### src/hw/rtl/wdr_pkg.sv
// Shared types, constants and helpers for the wheel drive ramp block.
// Used by the top level and its port checker; no dependencies.
`default_nettype none

package wdr_pkg;

  // Trim history ring.
  localparam int HistDepth = 150;
  localparam int Lookback  = 120;
  localparam int HistAw    = $clog2(HistDepth);
  localparam int LbDist    = (Lookback > HistDepth - 1) ? HistDepth - 1 : Lookback;
  localparam int LbWrap    = HistDepth - LbDist;

  // Field widths.
  localparam int PulseW  = 11;
  localparam int SpeedW  = 5;
  localparam int CodeW   = 8;
  localparam int MeasW   = 10;
  localparam int TrimW   = 7;
  localparam int LimitW  = 6;
  localparam int CfgIdxW = 2;

  // Register indexes.
  localparam logic [CfgIdxW-1:0] CfgIdlePulse  = 2'd0;
  localparam logic [CfgIdxW-1:0] CfgBasePulse  = 2'd1;
  localparam logic [CfgIdxW-1:0] CfgOffsetLim  = 2'd2;

  // Item kinds.
  localparam logic KindTick     = 1'b0;
  localparam logic KindFeedback = 1'b1;

  // Reset values.
  localparam logic [PulseW-1:0] IdlePulseRst = 11'd1000;
  localparam logic [PulseW-1:0] BasePulseRst = 11'd1115;
  localparam logic [LimitW-1:0] OffsetLimRst = 6'd20;
  localparam logic [PulseW-1:0] RampRst      = 11'd1000;

  // Supported speed codes.
  localparam logic [SpeedW-1:0] Speed16 = 5'd16;
  localparam logic [SpeedW-1:0] Speed18 = 5'd18;
  localparam logic [SpeedW-1:0] Speed21 = 5'd21;
  localparam logic [SpeedW-1:0] Speed25 = 5'd25;
  localparam logic [SpeedW-1:0] Speed28 = 5'd28;
  localparam logic [SpeedW-1:0] SpeedIdleBelow = 5'd12;
  localparam logic [SpeedW-1:0] SpeedBase      = 5'd10;

  typedef struct packed {
    logic [PulseW-1:0]       drive_value;
    logic [SpeedW-1:0]       target_speed;
    logic signed [TrimW-1:0] speed_offset;
  } result_t;

  function automatic logic [SpeedW-1:0] accept_speed(input logic [CodeW-1:0] code);
    logic [SpeedW-1:0] res;
    res = '0;
    if (code[CodeW-1:SpeedW] == '0) begin
      if (code[SpeedW-1:0] == Speed16 || code[SpeedW-1:0] == Speed18 ||
          code[SpeedW-1:0] == Speed21 || code[SpeedW-1:0] == Speed25 ||
          code[SpeedW-1:0] == Speed28) begin
        res = code[SpeedW-1:0];
      end
    end
    return res;
  endfunction

endpackage

`default_nettype wire

### src/hw/rtl/wheel_drive_ramp_with_speed_trim.sv
// Wheel drive ramp with adaptive speed trim: top level.
// Depends on wdr_pkg and wdr_hist_ram.
//
// Usage: the input channel (in_valid_i / in_stall_o) carries one word per item.
// A tick word (kind 0) sets the target speed, moves the drive value one step
// toward the target pulse and records the current trim in the history ring.
// A feedback word (kind 1) recomputes the trim from the history entry a fixed
// number of ticks back plus the measured speed error.
// Every accepted word yields one result word on the output channel
// (out_valid_o / out_stall_i), in order.
// A tick result is written into the output queue when the tick is accepted, a
// feedback result once fb_busy_q is set, since it waits on the history RAM read port.
// Throughput: ticks are taken every cycle while in_stall_o is low; a feedback word
// stalls the input through fb_busy_q while its RAM read completes.
// Results sit in a two-word output queue, so input is taken while a result
// waits; whenever the queue is full, in_stall_o rises.
// Reset clears the ring valid flags (all entries read as zero), the drive value
// to 1000, target and trim to zero, and the registers to their defaults.
// Configuration writes via cfg_valid_i / cfg_ready_o are always taken; an
// index past the last register is ignored.
`default_nettype none

module wheel_drive_ramp_with_speed_trim (
  input  logic                           clk_i,
  input  logic                           rst_ni,
  input  logic                           cfg_valid_i,
  output logic                           cfg_ready_o,
  input  logic [wdr_pkg::CfgIdxW-1:0]    cfg_index_i,
  input  logic [wdr_pkg::PulseW-1:0]     cfg_data_i,
  input  logic                           in_valid_i,
  output logic                           in_stall_o,
  input  logic                           in_kind_i,
  input  logic [wdr_pkg::CodeW-1:0]      in_bullet_speed_i,
  input  logic [wdr_pkg::MeasW-1:0]      in_measured_speed_i,
  output logic                           out_valid_o,
  input  logic                           out_stall_i,
  output logic [wdr_pkg::PulseW-1:0]     out_drive_value_o,
  output logic [wdr_pkg::SpeedW-1:0]     out_target_speed_o,
  output logic signed [wdr_pkg::TrimW-1:0] out_speed_offset_o
);

  import wdr_pkg::*;

  // Configuration registers.
  logic [PulseW-1:0] idle_pulse_q, base_pulse_q;
  logic [LimitW-1:0] offset_lim_q;

  assign cfg_ready_o = 1'b1;

  always_ff @(posedge clk_i or negedge rst_ni) begin
    if (!rst_ni) begin
      idle_pulse_q <= IdlePulseRst;
      base_pulse_q <= BasePulseRst;
      offset_lim_q <= OffsetLimRst;
    end else if (cfg_valid_i && cfg_ready_o) begin
      case (cfg_index_i)
        CfgIdlePulse: idle_pulse_q <= cfg_data_i;
        CfgBasePulse: base_pulse_q <= cfg_data_i;
        CfgOffsetLim: offset_lim_q <= cfg_data_i[LimitW-1:0];
        default: ;
      endcase
    end
  end

  // State.
  logic [PulseW-1:0]       ramp_q, ramp_d;
  logic [SpeedW-1:0]       target_q, target_d;
  logic signed [TrimW-1:0] trim_q, trim_d;
  logic [HistAw-1:0]       ptr_q, ptr_d;
  logic [HistDepth-1:0]    hist_vld_q;
  logic                    rd_vld_q;
  logic                    fb_busy_q;
  logic [MeasW-1:0]        meas_q;

  // Output queue.
  result_t    oq_q [2];
  logic       oq_rd_q, oq_wr_q;
  logic [1:0] oq_cnt_q;
  logic       push, pop;
  result_t    push_data;

  logic in_acc, tick_acc, fb_acc;

  assign in_stall_o = fb_busy_q || (oq_cnt_q == 2'd2);
  assign in_acc     = in_valid_i && !in_stall_o;
  assign tick_acc   = in_acc && (in_kind_i == KindTick);
  assign fb_acc     = in_acc && (in_kind_i == KindFeedback);

  // History ring: written on ticks, read at the lookback slot every cycle.
  logic [HistAw-1:0]       raddr;
  logic [TrimW-1:0]        rdata;
  logic signed [TrimW-1:0] entry;

  assign raddr = (ptr_q >= HistAw'(LbDist)) ? ptr_q - HistAw'(LbDist)
                                            : ptr_q + HistAw'(LbWrap);

  wdr_hist_ram #(
    .Depth (HistDepth),
    .Width (TrimW)
  ) u_hist_ram (
    .clk_i   (clk_i),
    .we_i    (tick_acc),
    .waddr_i (ptr_q),
    .wdata_i (trim_q),
    .raddr_i (raddr),
    .rdata_o (rdata)
  );

  // An entry never written since reset reads as zero.
  assign entry = rd_vld_q ? $signed(rdata) : '0;

  // Tick path: target pulse and one ramp step.
  logic [SpeedW-1:0]  tick_target;
  logic signed [12:0] pulse_sum;
  logic [PulseW-1:0]  pulse;

  always_comb begin
    tick_target = accept_speed(in_bullet_speed_i);
    pulse_sum = $signed({2'b00, base_pulse_q}) + 13'(trim_q)
              + 13'($signed({1'b0, tick_target}) - $signed({1'b0, SpeedBase})) * 13'sd5;
    if (tick_target < SpeedIdleBelow) begin
      pulse = idle_pulse_q;
    end else if (pulse_sum < 0) begin
      pulse = '0;
    end else if (pulse_sum > 13'sd2047) begin
      pulse = '1;
    end else begin
      pulse = pulse_sum[PulseW-1:0];
    end
  end

  // Feedback path: trim from the lookback entry plus twice the speed error.
  logic signed [11:0] err16, sum8;
  logic signed [8:0]  quot, lim, fb_trim;
  logic               fb_update;

  always_comb begin
    err16 = $signed({3'b000, target_q, 4'b0000}) - $signed({2'b00, meas_q});
    sum8  = 12'($signed({entry, 3'b000})) + err16;
    // Arithmetic shift floors; bump negative values with a remainder toward zero.
    quot  = 9'(sum8 >>> 3);
    if (sum8 < 0 && sum8[2:0] != 3'b000) begin
      quot = quot + 9'sd1;
    end
    lim = $signed({3'b000, offset_lim_q});
    if (quot > lim) begin
      fb_trim = lim;
    end else if (quot < -lim) begin
      fb_trim = -lim;
    end else begin
      fb_trim = quot;
    end
    fb_update = (target_q != '0) && (err16 > 12'sd16 || err16 < -12'sd16);
  end

  always_comb begin
    ramp_d   = ramp_q;
    target_d = target_q;
    trim_d   = trim_q;
    ptr_d    = ptr_q;
    if (tick_acc) begin
      target_d = tick_target;
      if (ramp_q > pulse) begin
        ramp_d = ramp_q - 1'b1;
      end else if (ramp_q < pulse) begin
        ramp_d = ramp_q + 1'b1;
      end
      ptr_d = (ptr_q == HistAw'(HistDepth - 1)) ? '0 : ptr_q + 1'b1;
    end
    if (fb_busy_q && fb_update) begin
      trim_d = fb_trim[TrimW-1:0];
    end
  end

  always_ff @(posedge clk_i or negedge rst_ni) begin
    if (!rst_ni) begin
      ramp_q     <= RampRst;
      target_q   <= '0;
      trim_q     <= '0;
      ptr_q      <= '0;
      hist_vld_q <= '0;
      rd_vld_q   <= 1'b0;
      fb_busy_q  <= 1'b0;
    end else begin
      ramp_q    <= ramp_d;
      target_q  <= target_d;
      trim_q    <= trim_d;
      ptr_q     <= ptr_d;
      rd_vld_q  <= hist_vld_q[raddr];
      fb_busy_q <= fb_acc;
      if (tick_acc) begin
        hist_vld_q[ptr_q] <= 1'b1;
      end
    end
  end

  always_ff @(posedge clk_i) begin
    if (fb_acc) begin
      meas_q <= in_measured_speed_i;
    end
  end

  // Result words: ticks push at acceptance, feedback once fb_busy_q is set.
  assign push = tick_acc || fb_busy_q;
  assign pop  = out_valid_o && !out_stall_i;

  always_comb begin
    push_data.drive_value  = ramp_d;
    push_data.target_speed = target_d;
    push_data.speed_offset = trim_d;
  end

  always_ff @(posedge clk_i or negedge rst_ni) begin
    if (!rst_ni) begin
      oq_rd_q  <= 1'b0;
      oq_wr_q  <= 1'b0;
      oq_cnt_q <= '0;
    end else begin
      if (push) begin
        oq_wr_q <= ~oq_wr_q;
      end
      if (pop) begin
        oq_rd_q <= ~oq_rd_q;
      end
      case ({push, pop})
        2'b10:   oq_cnt_q <= oq_cnt_q + 2'd1;
        2'b01:   oq_cnt_q <= oq_cnt_q - 2'd1;
        default: oq_cnt_q <= oq_cnt_q;
      endcase
    end
  end

  always_ff @(posedge clk_i) begin
    if (push) begin
      oq_q[oq_wr_q] <= push_data;
    end
  end

  assign out_valid_o        = (oq_cnt_q != 2'd0);
  assign out_drive_value_o  = oq_q[oq_rd_q].drive_value;
  assign out_target_speed_o = oq_q[oq_rd_q].target_speed;
  assign out_speed_offset_o = oq_q[oq_rd_q].speed_offset;

endmodule

`default_nettype wire

### src/hw/rtl/wdr_hist_ram.sv
// Generic single-write, single-read synchronous RAM for the trim history.
// Read data is registered; no dependencies.
`default_nettype none

module wdr_hist_ram #(
  parameter int Depth = 150,
  parameter int Width = 7
) (
  input  logic                     clk_i,
  input  logic                     we_i,
  input  logic [$clog2(Depth)-1:0] waddr_i,
  input  logic [Width-1:0]         wdata_i,
  input  logic [$clog2(Depth)-1:0] raddr_i,
  output logic [Width-1:0]         rdata_o
);

  logic [Width-1:0] mem [Depth];
  logic [Width-1:0] rdata_q;

  always_ff @(posedge clk_i) begin
    if (we_i) begin
      mem[waddr_i] <= wdata_i;
    end
  end

  always_ff @(posedge clk_i) begin
    rdata_q <= mem[raddr_i];
  end

  assign rdata_o = rdata_q;

endmodule

`default_nettype wire

### config.mk
export PLATFORM = sky130hd
export DESIGN_NAME = wheel_drive_ramp_with_speed_trim
export DESIGN_NICKNAME = d
export VERILOG_FILES = /design/src/hw/rtl/wdr_pkg.sv /design/src/hw/rtl/wheel_drive_ramp_with_speed_trim.sv /design/src/hw/rtl/wdr_hist_ram.sv
export SDC_FILE = /design/constraint.sdc
export NUM_CORES = 1
export LEC_CHECK = 0
export BUFFER_PORTS_ARGS = -buffer_cell sky130_fd_sc_hd__buf_2
export CELL_PAD_IN_SITES_DETAIL_PLACEMENT = 1
export CELL_PAD_IN_SITES_GLOBAL_PLACEMENT = 1
export CORE_MARGIN = 2
export CORE_UTILIZATION = 40
export DETAILED_ROUTE_END_ITERATION = 10
export PLACE_DENSITY_LB_ADDON = 0.1
export SLEW_MARGIN = 10
export SYNTH_ARGS = -nofsm -noshare
export SYNTH_HDL_FRONTEND = slang
export SYNTH_SLANG_ARGS = --single-unit
### constraint.sdc
create_clock -name clk_i -period 8.22 [get_ports clk_i]
set_input_delay 0.411 -clock clk_i [delete_from_list [all_inputs] [get_ports clk_i]]
set_output_delay 0.411 -clock clk_i [all_outputs]
set_load 0.01 [all_outputs]
==> qor.csv <==
metric;value;unit
CP Data Required Time;8.81;ns
Die Area;142000;µm²
DR iter-0 viols;2749;
top achievable clock speed;139;MHz
CTS tree;built;
Die Width;376;µm
final hold viol count;0;
GR Util All Layers;23.2;%
IO Port Bufs;61;
fillers;13240;
DRT Wirelength;162;mm
CTS Root Cell;clkbuf_16;
Critical Path Fanout Max;67;
Num CTS Buffers;147;
Final Wtd Congestion;0.858;
layout cells sized above 1;21.8;%
CP cell instances;fa_1 > ha_1 > inv_1 > fa_1 > inv_1 > ha_1 > inv_1 > o21ai_0 > a21oi_1 > o21a_1 > or4b_2 > o2111ai_1 > nor2_1 > a2bb2oi_1 > ha_1 > a21o_1 > a21o_1 > a21oi_1 > o211ai_1 > nand2_1 > nor4_1 > nand3b_1 > a21oi_1 > xor2_1;
synthesized area;55400;µm²
Post-CTS Resized;0;
Crit. End Element;register;
Area Growth Syn to Fin;13.3;%
Die Y;376;µm
Synth Flop Type;edfxtp_1;
Placement Cell Area;57900;µm²
clk_lat worst skew;0.80;ns
crit path launch type;register;
Slew @ Worst Pin;1.41;ns
syn avg cell area;15.9;µm²
Antenna Violating Nets Remaining;0;
Initial Util;40.3;%
Congestion Overflow GR;0;
Final Critical Period;7.20;ns
# DRC;0;
setup ws final;1.02;ns
Final Cycle Share;87.6;%
TritonRoute pass-1 iters;5;
global-route wire length before repair;239;mm
via density per instance;5.73;
post-synth net total;3615;
Final Cell Area;62800;µm²
Max Root-Sink Buffers;3;
clock-pin slew on the worst setup and hold paths;0.06;ns
vias in the first global route;33728;
I/O pin count;63;
Post-layout nets;3749;
VDD IR max;0.629;mV
status;complete, no violations;
number of synthesized register bits;1328;
Seq/Total Area, Yosys;69.9;%
DR WL/cell;29.3;µm
Row Count;136;
Final Core Density;45.7;%
MaxCap Viol Count;0;
core area;137000;µm²
FFs w/ async S/R, synth;16.2;%
Syn Inst Count;3485;
CTS Sinks;1328;
Relative slew margins;5.63;%
Pwr per Cell Area;445;nW/µm²
Max stage delay on crit path;0.92;ns
Clock Skew;0.0390;ns
HP Class;in2reg;
fin. max-slew vios;0;
final setup violation count;0;
total negative slack;0;ns
worst path arrival time;7.79;ns
antenna violations before repair;2;
RSZ-0062 raised after global routing;false;
pre-CTS WS;0.288;ns
htree depth;4;
P_leak;22.4;nW
pin count of the biggest net entering global routing;107;
YS warnings;0;
distinct cell type count after synthesis;80;
Setup CP Type;reg2reg;
via count;31693;
Slowest cell on crit path;dfrtp_4;
Post-synth EDFFs;1106;
HPWL Detailed;103;mm
## synthesized netlist by cell type, drive strengths merged (9+ instances only)
| library cell | instances | share of area, % |
|---|---|---|
| or2 | 156 | 1.8 |
| a32oi | 9 | 0.14 |
| a31oi | 46 | 0.52 |
| fa | 21 | 0.76 |
| and2 | 12 | 0.14 |
| a21oi | 68 | 0.61 |
| o2111ai | 14 | 0.22 |
| dfstp | 20 | 0.95 |
| a22oi | 17 | 0.23 |
| a32o | 10 | 0.18 |
| o21ai | 50 | 0.45 |
| inv | 83 | 0.56 |
| nand3 | 113 | 1.0 |
| mux2 | 56 | 1.1 |
| o21a | 19 | 0.26 |
| clkbuf | 74 | 0.50 |
| a211oi | 14 | 0.20 |
| mux4 | 213 | 8.7 |
| dfrtp | 195 | 8.8 |
| nor2b | 14 | 0.16 |
| edfxtp | 1106 | 60 |
| nor4 | 17 | 0.22 |
| xor2 | 18 | 0.28 |
| nand4 | 22 | 0.25 |
| nand2 | 346 | 2.3 |
| o22ai | 26 | 0.29 |
| o211ai | 17 | 0.23 |
| nor3 | 24 | 0.22 |
| a2bb2oi | 11 | 0.17 |
| mux2i | 88 | 1.6 |
| ha | 72 | 1.6 |
| xnor2 | 37 | 0.58 |
| a21o | 11 | 0.15 |
| nor2 | 253 | 1.7 |
| and3 | 14 | 0.16 |
| buf | 97 | 1.0 |
| nand2b | 15 | 0.17 |
## state kept, by name, summed over array words and instances, names as in the netlist, 7 cells and up
| register | cells |
|---|---|
| u_hist_ram.mem | 1050 |
| hist_vld_q | 150 |
| oq_q | 46 |
| base_pulse_q | 11 |
| idle_pulse_q | 11 |
| ramp_q | 11 |
| meas_q | 10 |
| ptr_q | 8 |
| trim_q | 7 |
| u_hist_ram.rdata_o | 7 |
## routing by layer
layer / wire length (µm) / share of wire, % / global-route usage (%) / up-vias
li1: - / - / - / 13612
met5: 0 / 0 / 0 / -
met2: 78500 / 48 / 38.0 / 887
met4: 4160 / 2.6 / 6.45 / 0
met1: 72000 / 44 / 32.2 / 16974
met3: 7790 / 4.8 / 3.67 / 220
## path summary, 6_finish.rpt
kind	start	endpoint	slack, ns	cells after the start
worst min register to register	hist_vld_q[5]$_DFFE_PN0P_	hist_vld_q[5]$_DFFE_PN0P_	0.46	1
worst max register to register	trim_q[5]$_DFF_PN0_	oq_q[0][21]$_DFFE_PP_	1.02	24
min in group asynchronous	rst_ni	idle_pulse_q[4]$_DFFE_PN0P_	0.27	2
worst max-delay path	trim_q[5]$_DFF_PN0_	oq_q[0][21]$_DFFE_PP_	1.02	24
max in group asynchronous	rst_ni	ptr_q[0]$_DFFE_PN0P_	6.27	3
worst min-delay path	in_valid_i	fb_busy_q$_DFF_PN0_	0.17	2
## critical path, delay by kind of cell (launching register included)
kind | cells | cell delay [ns]
and+or+nand+nor | 5 | 1.60
DFF | 1 | 0.92
buffers and inverters | 3 | 0.15
adders and majority gates | 5 | 2.01
AOI/OAI and AO/OA | 10 | 2.07
xor gates and xnor gates | 1 | 0.25
## layout by cell type, fill, tap and decap left out, types with 13 or more instances in the layout
master         Yosys  final
dlygate4sd3_1      0     23
nor2_1           253    248
o21ai_0           49     49
inv_1             82     82
buf_4             21     67
clkinv_2           0     19
and3_1            14     14
buf_2             60     60
fa_1              21     21
mux2_2            56     56
o2111ai_1         14     14
clkinv_1           2     26
a211oi_1          13     13
or2_2            156    156
edfxtp_1        1106   1106
mux4_2           213    213
xor2_1            18     18
nand4_1           22     22
a21oi_1           68     68
nor2b_1           14     13
nand2b_1          15     15
clkbuf_16          0    147
xnor2_1           37     37
nor4_1            16     16
nand2_1          346    345
dfrtp_1          195    187
o21a_1            19     19
mux2i_1           88     87
dfstp_2           20     20
ha_1              72     72
clkbuf_1          74     38
a22oi_1           17     17
o22ai_1           26     25
nor3_1            24     24
nand3_1          113    113
o211ai_1          17     17
a31oi_1           46     46
## layout make-up
type                            instances  area (µm²)  area share (%)
Timing Repair Buffer                  156        1150            1.83
Antenna cell                            1        2.50         0.00398
Clock inverter                         73         761            1.21
Sequential cell                      1328       38800            61.7
Tap cell                             1794        2240            3.57
Inverter                               85         319           0.508
Multi-Input combinational cell       1901       15600            24.8
Clock buffer                          196        3970            6.32
## through the flow
stage | hold slack (ns) | power (mW) | std cells
2_1_floorplan | 0.115 | 16.8 | 3485
3_5_place_dp | 0.450 | 21.6 | 5241
4_1_cts | 0.116 | 28.2 | 5533
5_1_grt | 0.164 | 29.2 | 5533
6_report | 0.168 | 27.9 | 5534
3_3_place_gp | 0.445 | 21.4 | 5241
## kinds of logic (layout without fill, tap and decap cells)
logic type | Yosys count | count (layout) | synth area share (%)
AOI/OAI and AO/OA | 377 | 377 | 4.70
xor gates and xnor gates | 55 | 55 | 0.869
adders and majority gates | 93 | 93 | 2.38
buffers and inverters | 256 | 510 | 2.11
DFF | 1328 | 1328 | 69.9
muxes | 357 | 357 | 11.4
other | 1 | 2 | 0.00677
and+or+nand+nor | 1018 | 1018 | 8.62
## repair_timing
item	CTS	global route
setup buffers	0	0
endpoints found under the hold margin	105	0
hold buffers	23	0
## power by group
group	switching, mW	internal, mW
registers	0.341	8.20
clock network	2.77	3.74
logic	8.43	4.46
No activity file was read; power rests on OpenSTA's default activity.
